**config.mk**
```make
export PLATFORM = sky130hd
export DESIGN_NAME = depq_cell
export DESIGN_NICKNAME = d
export VERILOG_FILES = /design/src/rtl/depq_pkg.sv /design/src/rtl/depq_cell.sv
export SDC_FILE = /design/constraint.sdc
export NUM_CORES = 1
export LEC_CHECK = 0
export BUFFER_PORTS_ARGS = -buffer_cell sky130_fd_sc_hd__buf_2
export CAP_MARGIN = 20
export CELL_PAD_IN_SITES_DETAIL_PLACEMENT = 1
export CELL_PAD_IN_SITES_GLOBAL_PLACEMENT = 2
export CORE_MARGIN = 2
export CORE_UTILIZATION = 32
export CTS_CLUSTER_SIZE = 8
export DETAILED_ROUTE_END_ITERATION = 10
export PLACE_DENSITY = 0.92
export SETUP_SLACK_MARGIN = 0.5
export SLEW_MARGIN = 15
export SYNTH_ARGS = -nofsm -noshare
export SYNTH_HDL_FRONTEND = slang
export SYNTH_SLANG_ARGS = --single-unit
```
**constraint.sdc**
```tcl
create_clock -name clk -period 7.69 [get_ports clk]
set_input_delay 0.769 -clock clk [delete_from_list [all_inputs] [get_ports clk]]
set_output_delay 0.769 -clock clk [all_outputs]
set_load 0.02 [all_outputs]
```
**src/rtl/depq_pkg.sv**
```systemverilog
// Shared types and constants for the double-ended priority queue.
// Used by depq_cell and double_ended_priority_queue_core; no dependencies.
`default_nettype none

package depq_pkg;

  // Input mode codes
  localparam logic [1:0] MODE_INSERT  = 2'd0;
  localparam logic [1:0] MODE_DEL_MAX = 2'd1;
  localparam logic [1:0] MODE_DEL_MIN = 2'd2;

  // Operation codes broadcast to every cell
  localparam logic [1:0] OP_HOLD    = 2'd0;
  localparam logic [1:0] OP_INSERT  = 2'd1;
  localparam logic [1:0] OP_DEL_MIN = 2'd2;
  localparam logic [1:0] OP_DEL_MAX = 2'd3;

  // Sentinels fed to the head cell from its missing left neighbor
  localparam logic signed [31:0] VAL_MIN = 32'sh8000_0000;
  localparam logic signed [31:0] VAL_MAX = 32'sh7FFF_FFFF;

  // Contents of one cell as seen by its neighbors
  typedef struct packed {
    logic               vld;
    logic signed [31:0] asc;  // ascending row: cell 0 holds the minimum
    logic signed [31:0] dsc;  // descending row: cell 0 holds the maximum
  } depq_link_t;

  // Broadcast control for the row
  typedef struct packed {
    logic [1:0]         op;
    logic signed [31:0] val;
  } depq_ctl_t;

endpackage

`default_nettype wire

```
**src/rtl/depq_cell.sv**
```systemverilog
// One cell of the queue: a slot of the ascending row, a slot of the
// descending row and a shared valid bit. Depends on depq_pkg.
`default_nettype none

module depq_cell
  import depq_pkg::*;
(
  input  wire logic       clk,
  input  wire logic       rst_n,
  input  wire depq_ctl_t  ctl,
  input  wire depq_link_t lft,
  input  wire depq_link_t rgt,
  output depq_link_t      cur
);

  logic               vld_r, vld_nxt;
  logic signed [31:0] asc_r, asc_nxt;
  logic signed [31:0] dsc_r, dsc_nxt;

  // insert compares: shift from the left, take the new value, or keep
  logic lft_gt, lft_lt, own_gt, own_lt;

  assign lft_gt = lft.vld && ($signed(lft.asc) > $signed(ctl.val));
  assign lft_lt = lft.vld && ($signed(lft.dsc) < $signed(ctl.val));
  assign own_gt = !vld_r || (asc_r > $signed(ctl.val));
  assign own_lt = !vld_r || (dsc_r < $signed(ctl.val));

  always_comb begin
    vld_nxt = vld_r;
    asc_nxt = asc_r;
    dsc_nxt = dsc_r;
    case (ctl.op)
      OP_INSERT: begin
        vld_nxt = vld_r | lft.vld;
        if (lft_gt) begin
          asc_nxt = lft.asc;
        end else if (own_gt) begin
          asc_nxt = ctl.val;
        end
        if (lft_lt) begin
          dsc_nxt = lft.dsc;
        end else if (own_lt) begin
          dsc_nxt = ctl.val;
        end
      end
      // min leaves the ascending head; the descending tail just drops
      OP_DEL_MIN: begin
        vld_nxt = rgt.vld;
        asc_nxt = rgt.asc;
      end
      // max leaves the descending head; the ascending tail just drops
      OP_DEL_MAX: begin
        vld_nxt = rgt.vld;
        dsc_nxt = rgt.dsc;
      end
      default: begin
        vld_nxt = vld_r;
      end
    endcase
  end

  always_ff @(posedge clk) begin
    if (!rst_n) begin
      vld_r <= 1'b0;
    end else begin
      vld_r <= vld_nxt;
    end
  end

  always_ff @(posedge clk) begin
    asc_r <= asc_nxt;
    dsc_r <= dsc_nxt;
  end

  assign cur.vld = vld_r;
  assign cur.asc = asc_r;
  assign cur.dsc = dsc_r;

endmodule

`default_nettype wire
```
==> impl_metrics.csv, run 1 <==
group,metric,value,unit
global_routing,grt-ovfl-total,0,
synthesis,ys_warn_count,0,
floorplanning,die-area,21500,um^2
critical_path,worst_r2r_startpoint,"dsc_r[15]",
critical_path,crit_path_max_incr_delay,0.84,ns
timing,layout_min_cycle_time,4.151,ns
cts,htreeDepth,3,
cts,root_buffer,"sky130_fd_sc_hd__clkbuf_16",
timing,hold_viol_final,0,
synthesis,synthDominantAreaCellType,"sky130_fd_sc_hd__edfxtp_1",
place,globalplace.congestion,0.8743,
pwr,seqPwrFrac,0.339,
pwr,power_report.internal_total,0.8857,mW
global_routing,vias_in_the_first_global_route,7225,
synthesis,postSynthAreaPerCell,8.895,um^2
critical_path,timing.critical_path.from,"ctl[7]",
job,maxCapViolCount,0,
finish,syn2layout_area_growth,25.40,%
timing,setup-tns-final,0,ns
cts,worst_skew_late_latency,0.34,ns
pwr,clkPwrFrac,0.296,
pwr,irDropWorstVdd,0.0001023,V
synthesis,synth_nets,1024,
pwr,net_sw_frac,0.3729,
synthesis,seq_area_frac_synth,0.2982,
route,dr.pass1.iters,5,
place,numPlacedInstances,1203,
cts,clock-sinks,65,
synthesis,synth_cell_types,50,
pwr,pwr-share-comb,0.365,
finish,layout_commonest_cell,"sky130_fd_sc_hd__buf_2",
pwr,p_leak,3.790,nW
finish,final_net_count,1236,
pwr,total_power,1.412,mW
route,drt-total-wl,26.69,mm
floorplanning,effective_utilization_at_floorplan,0.3239,
timing,worst-slew-pin-transition,1.012,ns
global_routing,number_of_antenna_violations_at_the_first_check_in_global_routing,0,
critical_path,path_class,"in2reg",
place,pre_cts_ws,3.237,ns
timing,finalWorstSetupSlack,3.539,ns
cts,post-cts-setup-buffers,0,
place,placement.io_buffers,230,
worst_hold_path,min-delay-start,"vld_r",
finish,insertedDiodeCount,0,
finish,layout.core_utilization,0.4061,
synthesis,synth_top_cell_area_share,0.2952,
synthesis,synth.cell_area,6511,um^2
timing,fin_worst_skew,0.008731,ns
global_routing,grt_first_pass_wirelength,40.48,mm
global_routing,global_route.usage.total,0.2448,
route,route.antenna.remaining_nets,0,
synthesis,synthCells,732,
floorplanning,boundaryPins,231,
cts,path_clk_slew,0.06,ns
route,drcViolationCount,0,
critical_path,crit_chain,"buf_2, inv_1, ha_1, and3_1, a221oi_1, o21ai_0, a2bb2oi_1, o31ai_1, a21oi_1, o31a_1, buf_4",
finish,layout.cells.most_common_list,"sky130_fd_sc_hd__buf_2 (230), sky130_fd_sc_hd__ha_1 (126), sky130_fd_sc_hd__nor2_1 (106)",
finish,total_area_of_multi_input_combinational_cells,4239,um^2
timing,rsz0062_at_grt,"false",
route,route.detailed.vias_per_inst,5.639,
synthesis,ys.flop_type,"sky130_fd_sc_hd__edfxtp_1",
finish,layout.filler_cells,2466,
finish,finish.instance_area,8165,um^2
finish,seqCellArea,1942,um^2
synthesis,synth.ff_latch_count,65,
critical_path,worst_setup_path_end_kind,"register",
timing,worst_slew_margin_rel,0.3230,
critical_path,worst_ep_required_time,7.70,ns
timing,timing.fmax,240.9,MHz
floorplanning,dieWidth,146.6,um
finish,final_cells,1219,
timing,finalHoldWorstSlack,0.6476,ns
timing,period_utilization_post_route,0.5399,
outcome,status,"finished clean",
synthesis,synth-async-reset-ratio,0,
critical_path,cpMaxStageDelayCell,"sky130_fd_sc_hd__o31a_1",
synthesis,synth-edff-count,64,
pwr,cellPowerDensity,173.0,nW/um^2
cts,cts-resized-gates,0,
pwr,netSwitchingPower,0.5266,mW
place,post-dp-hpwl,20.59,mm
place,dpl_cell_area,7888,um^2
cts,cts_made_buffers,9,
critical_path,critical_path_arrival,4.16,ns
synthesis,top_cells_by_area_synth,"sky130_fd_sc_hd__edfxtp_1 (30%), sky130_fd_sc_hd__ha_1 (24%), sky130_fd_sc_hd__nor2_1 (6.2%), sky130_fd_sc_hd__nand4_1 (4.9%), sky130_fd_sc_hd__a221oi_1 (4.6%)",
worst_hold_path,hold_removal_path_class,"reg2reg",
global_routing,grt_start_max_net_pins,64,
route,wire_per_inst,21.89,um
route,detail_route.iter0.violations,350,
cts,cts.hold.buffers_added,0,
cts,tritoncts_clock_tree,"yes",
finish,final_layout_size_suffix_gt1_frac,0.2771,
critical_path,worst_setup_path_start_kind,"input pin",
cts,cts_buffer_depth,2,
critical_path,worstPathMaxFanout,17,
floorplanning,placement_rows,52,
floorplanning,placeable_core_region,20100,um^2
route,num_vias,6874,
timing,finalSetupViolations,0,
timing,timing_max_transition_violations_final,0,
floorplanning,dieHeight,146.6,um
## cell families (layout without fill, tap and decap cells)
| kind of cell | Yosys count | count (layout) | share of synthesized area |
|---|---|---|---|
| buffers and inverters | 76 | 293 | 0.05477 |
| xor gates and xnor gates | 1 | 1 | 0.001345 |
| DFF | 65 | 65 | 0.2982 |
| and+or+nand+nor | 282 | 282 | 0.2035 |
| muxes | 1 | 1 | 0.001729 |
| AOI/OAI and AO/OA | 181 | 181 | 0.1983 |
| adders and majority gates | 126 | 126 | 0.2421 |
## per-layer routing
metal | share of wire | vias up | wire [um] | GRT usage
met5 | 0 | - | 0 | 0
met4 | 0.020 | 0 | 537 | 0.07621
met3 | 0.067 | 34 | 1782 | 0.04469
met2 | 0.46 | 285 | 12220 | 0.3981
met1 | 0.46 | 3317 | 12150 | 0.3304
li1 | - | 3238 | - | -
## power by group through the flow
stage / Sequential (mW) / Clock, mW / Combinational [mW]
6_report: 0.479 / 0.418 / 0.515
5_1_grt: 0.483 / 0.434 / 0.569
3_3_place_gp: 0.487 / 0 / 0.498
4_1_cts: 0.479 / 0.421 / 0.514
3_5_place_dp: 0.486 / 0 / 0.512
2_1_floorplan: 0.527 / 0 / 0.263
## flip-flops by register name (all words and copies together) (netlist names)
name and flops:
dsc_r 32, asc_r 32, vld_r 1
## critical path: cells and delay by family
kind,cells,cell delay (ns)
AO/OA/AOI/OAI,6,2.18
adder cells (fa/ha/maj),1,0.28
buffers and inverters,3,0.74
AND/OR/NAND/NOR,1,0.19
## Yosys cell counts, drive strengths merged (2+ instances only)
cell type  count
ha           126
nor2         108
edfxtp        64
nand2         57
nand4         51
a21oi         41
nand3         38
o211ai        37
inv           36
a221oi        34
o21ai         24
buf           21
clkbuf        19
a21o          15
a211oi         8
and4           5
a2111oi        4
nor3           4
nand2b         3
nor2b          3
nor4           3
o21a           3
and2           2
nor3b          2
o31ai          2
o41a           2
or2            2
## final cells by class
class,instances,share of cell area
timing repair buffer,241,0.1511
clock buffer,10,0.02804
inverter,36,0.01655
tap,270,0.04137
clock inverter,6,0.005976
sequential,65,0.2378
multi-input combinational,591,0.5192
## path summary, 6_finish.rpt
kind                             endpoint  slack [ns]  cells after the start
worst min-delay path                vld_r        0.65                      2
worst min register to register      vld_r        0.65                      2
worst max register to register  dsc_r[31]        3.77                      9
worst max-delay path            dsc_r[31]        3.54                     11
Note: power is estimated with default switching activity, not from simulation.
==> inputs of run 2 (changes only) <==
- CORE_UTILIZATION: 32 -> 27
- PLACE_DENSITY: 0.92 -> 0.83
- clock period: 7.69 -> 3.5 ns (I/O delays scaled with it)
==> run 2 against run 1 <==
Effect of this change:
- first-iteration DRC count did not move
- sequential share of layout area fell by 0.63 points
- total power rose by 120%
- highest routed layer is now met5
- combinational power rose by 120%
- hold slack got worse by 0.39 ns
- clock power rose by 110%
- flip-flop and latch count did not move
- cell count rose by 5.2%
- via count fell by 2.2%
- clock skew rose by 0.00076 ns
==> impl_metrics.csv, run 2 (same netlist as run 1, synthesis figures left out) <==
group,metric,value,unit
outcome,status,"finished clean",
global_routing,grt-ovfl-total,0,
timing,hold_viol_final,0,
timing,rsz0062_at_grt,"false",
place,post-dp-hpwl,21.92,mm
finish,layout_commonest_cell,"sky130_fd_sc_hd__buf_2",
place,dpl_cell_area,8088,um^2
timing,worst-slew-pin-transition,0.9519,ns
pwr,cellPowerDensity,368.3,nW/um^2
route,drt-total-wl,26.43,mm
floorplanning,placeable_core_region,23540,um^2
route,drcViolationCount,0,
cts,cts_made_buffers,9,
worst_hold_path,hold_removal_path_class,"in2reg",
finish,insertedDiodeCount,0,
finish,final_layout_size_suffix_gt1_frac,0.2960,
route,detail_route.iter0.violations,350,
critical_path,cpMaxStageDelayCell,"sky130_fd_sc_hd__edfxtp_1",
timing,finalWorstSetupSlack,0.6637,ns
global_routing,vias_in_the_first_global_route,7328,
critical_path,r2r_worst_path_depth,10,
global_routing,number_of_antenna_violations_at_the_first_check_in_global_routing,1,
cts,cts-resized-gates,1,
finish,registers_with_the_most_flip_flops,"asc_r (32), dsc_r (32), vld_r (1)",
timing,period_utilization_post_route,0.8104,
cts,path_clk_slew,0.05,ns
timing,fin_worst_skew,0.009494,ns
global_routing,global_route.usage.total,0.2087,
floorplanning,dieHeight,159.3,um
cts,post-cts-setup-buffers,0,
critical_path,worst_setup_path_end_kind,"register",
critical_path,worst_setup_path_start_kind,"register",
cts,worst_skew_late_latency,0.34,ns
finish,syn2layout_area_growth,28.82,%
finish,layout.cells.most_common_list,"sky130_fd_sc_hd__buf_2 (230), sky130_fd_sc_hd__ha_1 (125), sky130_fd_sc_hd__nor2_1 (106)",
critical_path,worst_ep_required_time,3.54,ns
route,route.antenna.remaining_nets,0,
finish,finish.instance_area,8388,um^2
critical_path,crit_chain,"ha_1, a211oi_1, o21ai_0, a211oi_2, a2bb2oi_1, o31ai_1, buf_4, a21oi_1, o31a_2, buf_12",
timing,timing.fmax,352.6,MHz
finish,total_area_of_multi_input_combinational_cells,4260,um^2
timing,setup-tns-final,0,ns
place,pre_cts_ws,0.3468,ns
floorplanning,die-area,25370,um^2
job,maxCapViolCount,0,
floorplanning,effective_utilization_at_floorplan,0.2766,
cts,cts_buffer_depth,2,
finish,layout.core_utilization,0.3563,
worst_hold_path,worst_hold_path.num_cells,3,
floorplanning,dieWidth,159.3,um
cts,tritoncts_clock_tree,"yes",
critical_path,crit_path_max_incr_delay,0.40,ns
route,dr.pass1.iters,5,
timing,timing_max_transition_violations_final,0,
floorplanning,boundaryPins,231,
timing,layout_min_cycle_time,2.836,ns
critical_path,critical_path_arrival,2.87,ns
floorplanning,placement_rows,56,
cts,htreeDepth,3,
route,route.detailed.vias_per_inst,5.242,
timing,finalHoldWorstSlack,0.2578,ns
critical_path,path_class,"reg2reg",
route,num_vias,6720,
finish,final_net_count,1251,
place,placement.io_buffers,230,
cts,cts.hold.buffers_added,0,
global_routing,grt_start_max_net_pins,43,
route,wire_per_inst,20.61,um
pwr,irDropWorstVdd,0.0001491,V
timing,finalSetupViolations,0,
global_routing,grt_first_pass_wirelength,41.18,mm
pwr,p_leak,3.876,nW
cts,clock-sinks,65,
place,globalplace.congestion,0.8208,
timing,worst_slew_margin_rel,0.3654,
critical_path,worstPathMaxFanout,19,
cts,root_buffer,"sky130_fd_sc_hd__clkbuf_16",
finish,seqCellArea,1942,um^2
finish,layout.filler_cells,2886,
==> run 2: worst paths after layout <==
check | end | slack (ns) | startpoint
setup / recovery | dsc_r[14] | 0.66 | dsc_r[9]
hold / removal | vld_r | 0.26 | rst_n
setup reg to reg | dsc_r[14] | 0.66 | dsc_r[9]
hold reg to reg | vld_r | 0.63 | vld_r
==> run 2: metrics by stage <==
| step | power, mW | cells |
|---|---|---|
| after floorplan | 1.739 | 732 |
| after global placement | 2.196 | 1267 |
| after detailed placement | 2.220 | 1267 |
| after CTS | 3.123 | 1282 |
| after global routing | 3.274 | 1282 |
| final | 3.089 | 1282 |
==> run 2: final cells by class <==
cell class	instances	area share
multi-input combinational	591	0.5079
clock buffer	10	0.02730
timing repair buffer	256	0.1639
tap	319	0.04758
clock inverter	5	0.005668
inverter	36	0.01611
sequential	65	0.2315
==> run 2: where the power goes <==
| group | switching (mW) | internal (mW) | total, mW | leakage [nW] |
|---|---|---|---|---|
| Sequential | 0.0664 | 0.986 | 1.05 | 0.632 |
| Combinational | 0.706 | 0.446 | 1.15 | 3.11 |
| Clock | 0.345 | 0.540 | 0.885 | 0.137 |
==> run 2: per-layer routing <==
metal | GRT usage | routed length [um]
met5 | 0 | 13
met4 | 0.05413 | 373
met3 | 0.03282 | 1245
met2 | 0.3579 | 12640
met1 | 0.2738 | 12150
==> run 2: worst max-delay path: cells and delay by family, from the launching register on <==
family / cells / cell delay, ns
adders and majority gates: 1 / 0.31
DFF: 1 / 0.40
AOI/OAI and AO/OA: 7 / 1.47
buffers and inverters: 2 / 0.34
==> inputs of run 3 (changes only) <==
- clock period: 3.5 -> 2.51 ns (I/O delays scaled with it)
==> run 3 against run 2 <==
Effect of this change:
- the flow now finishes with violations (setup timing)
- final area grew 32%
- sequential power grew 40%
- register-to-register slack lost 0.87 ns
- non-clock buffer count up 177
- combinational power increased by 110%
- flip-flop and latch count stayed put
- critical endpoint is now asc_r[15]
==> impl_metrics.csv, run 3 (same netlist as run 1, synthesis figures left out) <==
group,metric,value,unit
cts,tritoncts_clock_tree,"yes",
cts,worst_skew_late_latency,0.34,ns
route,drcViolationCount,0,
global_routing,grt_first_pass_wirelength,46.68,mm
place,placement.io_buffers,230,
finish,layout.cells.most_common_list,"sky130_fd_sc_hd__buf_2 (222), sky130_fd_sc_hd__buf_4 (176), sky130_fd_sc_hd__nor2_1 (104)",
pwr,irDropWorstVdd,0.0002860,V
timing,timing.fmax,368.2,MHz
outcome,status,"finished with violations",
pwr,total_power,5.065,mW
timing,finalWorstSetupSlack,-0.2057,ns
critical_path,worst-path-buf-inv,3,
critical_path,crit_chain,"ha_4, nand4_1, nor4_2, buf_4, nor2_4, a31oi_4, mux2_4, o21ai_4, a41oi_4, buf_12, clkbuf_16",
pwr,power_report.internal_total,3.179,mW
cts,path_clk_slew,0.06,ns
pwr,cellPowerDensity,458.2,nW/um^2
pwr,p_leak,4.976,nW
floorplanning,dieWidth,159.3,um
floorplanning,placement_rows,56,
timing,timing_max_transition_violations_final,0,
finish,final_net_count,1428,
place,dpl_cell_area,9417,um^2
finish,final_cells,1459,
critical_path,worst_setup_path_end_kind,"register",
place,globalplace.congestion,0.8478,
finish,syn2layout_area_growth,69.75,%
timing,fin_worst_skew,0.007321,ns
place,numPlacedInstances,1420,
critical_path,path_class,"reg2reg",
global_routing,number_of_antenna_violations_at_the_first_check_in_global_routing,0,
timing,finalSetupViolations,64,
pwr,pwr-share-comb,0.483,
finish,layout.core_utilization,0.4695,
pwr,net_sw_frac,0.3723,
route,route.antenna.remaining_nets,0,
critical_path,crit_path_max_incr_delay,0.44,ns
route,route.detailed.vias_per_inst,5.257,
floorplanning,die-area,25370,um^2
timing,finalHoldWorstSlack,0.1427,ns
pwr,clkPwrFrac,0.227,
timing,rsz0062_at_grt,"true",
cts,htreeDepth,3,
timing,worst-slew-pin-transition,0.5779,ns
floorplanning,placeable_core_region,23540,um^2
timing,hold_viol_final,0,
global_routing,grt-ovfl-total,0,
floorplanning,effective_utilization_at_floorplan,0.2766,
cts,clock-sinks,65,
global_routing,grt_start_max_net_pins,41,
critical_path,r2r_worst_path_depth,11,
critical_path,critical_path_arrival,2.82,ns
global_routing,global_route.usage.total,0.2364,
cts,root_buffer,"sky130_fd_sc_hd__clkbuf_16",
timing,period_utilization_post_route,1.082,
critical_path,worstPathMaxFanout,5,
route,drt-total-wl,31.60,mm
pwr,netSwitchingPower,1.886,mW
place,post-dp-hpwl,23.46,mm
critical_path,worst_setup_path_start_kind,"register",
pwr,seqPwrFrac,0.290,
finish,layout.filler_cells,2757,
floorplanning,dieHeight,159.3,um
route,wire_per_inst,21.66,um
floorplanning,boundaryPins,231,
cts,cts.hold.buffers_added,0,
finish,layout_commonest_cell,"sky130_fd_sc_hd__buf_2",
route,detail_route.iter0.violations,417,
finish,final_layout_size_suffix_gt1_frac,0.5254,
critical_path,critical_path_depth,11,
critical_path,worst_ep_required_time,2.62,ns
global_routing,vias_in_the_first_global_route,8360,
outcome,violations,"setup timing",
route,num_vias,7670,
timing,worst_slew_margin_rel,0.6147,
timing,layout_min_cycle_time,2.716,ns
finish,insertedDiodeCount,0,
cts,cts_buffer_depth,2,
job,maxCapViolCount,0,
worst_hold_path,hold_removal_path_class,"in2reg",
finish,registers_with_the_most_flip_flops,"asc_r (32), dsc_r (32), vld_r (1)",
route,dr.pass1.iters,6,
cts,cts_made_buffers,9,
critical_path,critical-path-top-delay-family,"buffers and inverters",
worst_hold_path,worst_hold_path.num_cells,3,
finish,finish.instance_area,11050,um^2
critical_path,cpMaxStageDelayCell,"sky130_fd_sc_hd__edfxtp_1",
[run 3: changes by cell type in the layout (fill, tap and decap cells not counted), sizes merged]
| cell | previous run | this run |
|---|---|---|
| buf | 256 | 431 |
| bufinv | 1 | 0 |
| clkinv | 4 | 6 |
| clkbuf | 10 | 11 |
[run 3: timing repair]
action                                  4_1_cts  5_1_grt
gates cloned                                  3        3
hold endpoints to repair                      0        0
setup buffers                                10        8
endpoints found under the setup margin      128      128
gates resized for setup                     165       34
pin swaps                                    76       52
[run 3: power groups by stage]
stage	Sequential [mW]	Combinational [mW]	Clock, mW
6_report	1.47	2.44	1.15
5_1_grt	1.48	2.63	1.21
4_1_cts	1.47	2.26	1.17
3_5_place_dp	1.49	1.95	0
3_3_place_gp	1.48	1.88	0
2_1_floorplan	1.61	0.837	0
[run 3: final timing paths]
kind              startpoint         to  slack [ns]
setup / recovery   asc_r[27]  asc_r[15]       -0.21
hold / removal         rst_n      vld_r        0.14
setup reg to reg   asc_r[27]  asc_r[15]       -0.21
hold reg to reg        vld_r      vld_r        0.64
[run 3: layer usage]
metal / up-vias / track usage / wire, um
met3: 70 / 0.03647 / 1653
met5: - / 0 / 0
met4: 0 / 0.06942 / 1048
met2: 261 / 0.4267 / 15750
met1: 3701 / 0.2901 / 13150
li1: 3638 / - / -
[run 3: worst register-to-register path, delay by kind of cell (launching register included)]
family	cells	cell delay (ns)
AOI/OAI and AO/OA	3	0.37
muxes	1	0.34
and+or+nand+nor	3	0.49
adders and majority gates	1	0.31
buffers and inverters	3	0.53
DFF	1	0.44
[run 3: per-stage QoR]
stage / setup TNS (ns) / setup WS [ns]
after CTS: -8.569 / -0.1631
after global routing: -13.77 / -0.2808
final: -8.489 / -0.2057
after floorplan: -8.390 / -0.2622
after detailed placement: -45.86 / -0.5252
after global placement: -39.76 / -0.5135
[run 3: layout make-up]
type                       count  area (um^2)  area share
inverter                      36        171.4     0.01551
tap                          319        399.1     0.03611
clock inverter                 6        26.28    0.002377
timing repair buffer         433         3045      0.2755
multi-input combinational    591         5244      0.4744
sequential                    65         1942      0.1757
clock buffer                   9        225.2     0.02038
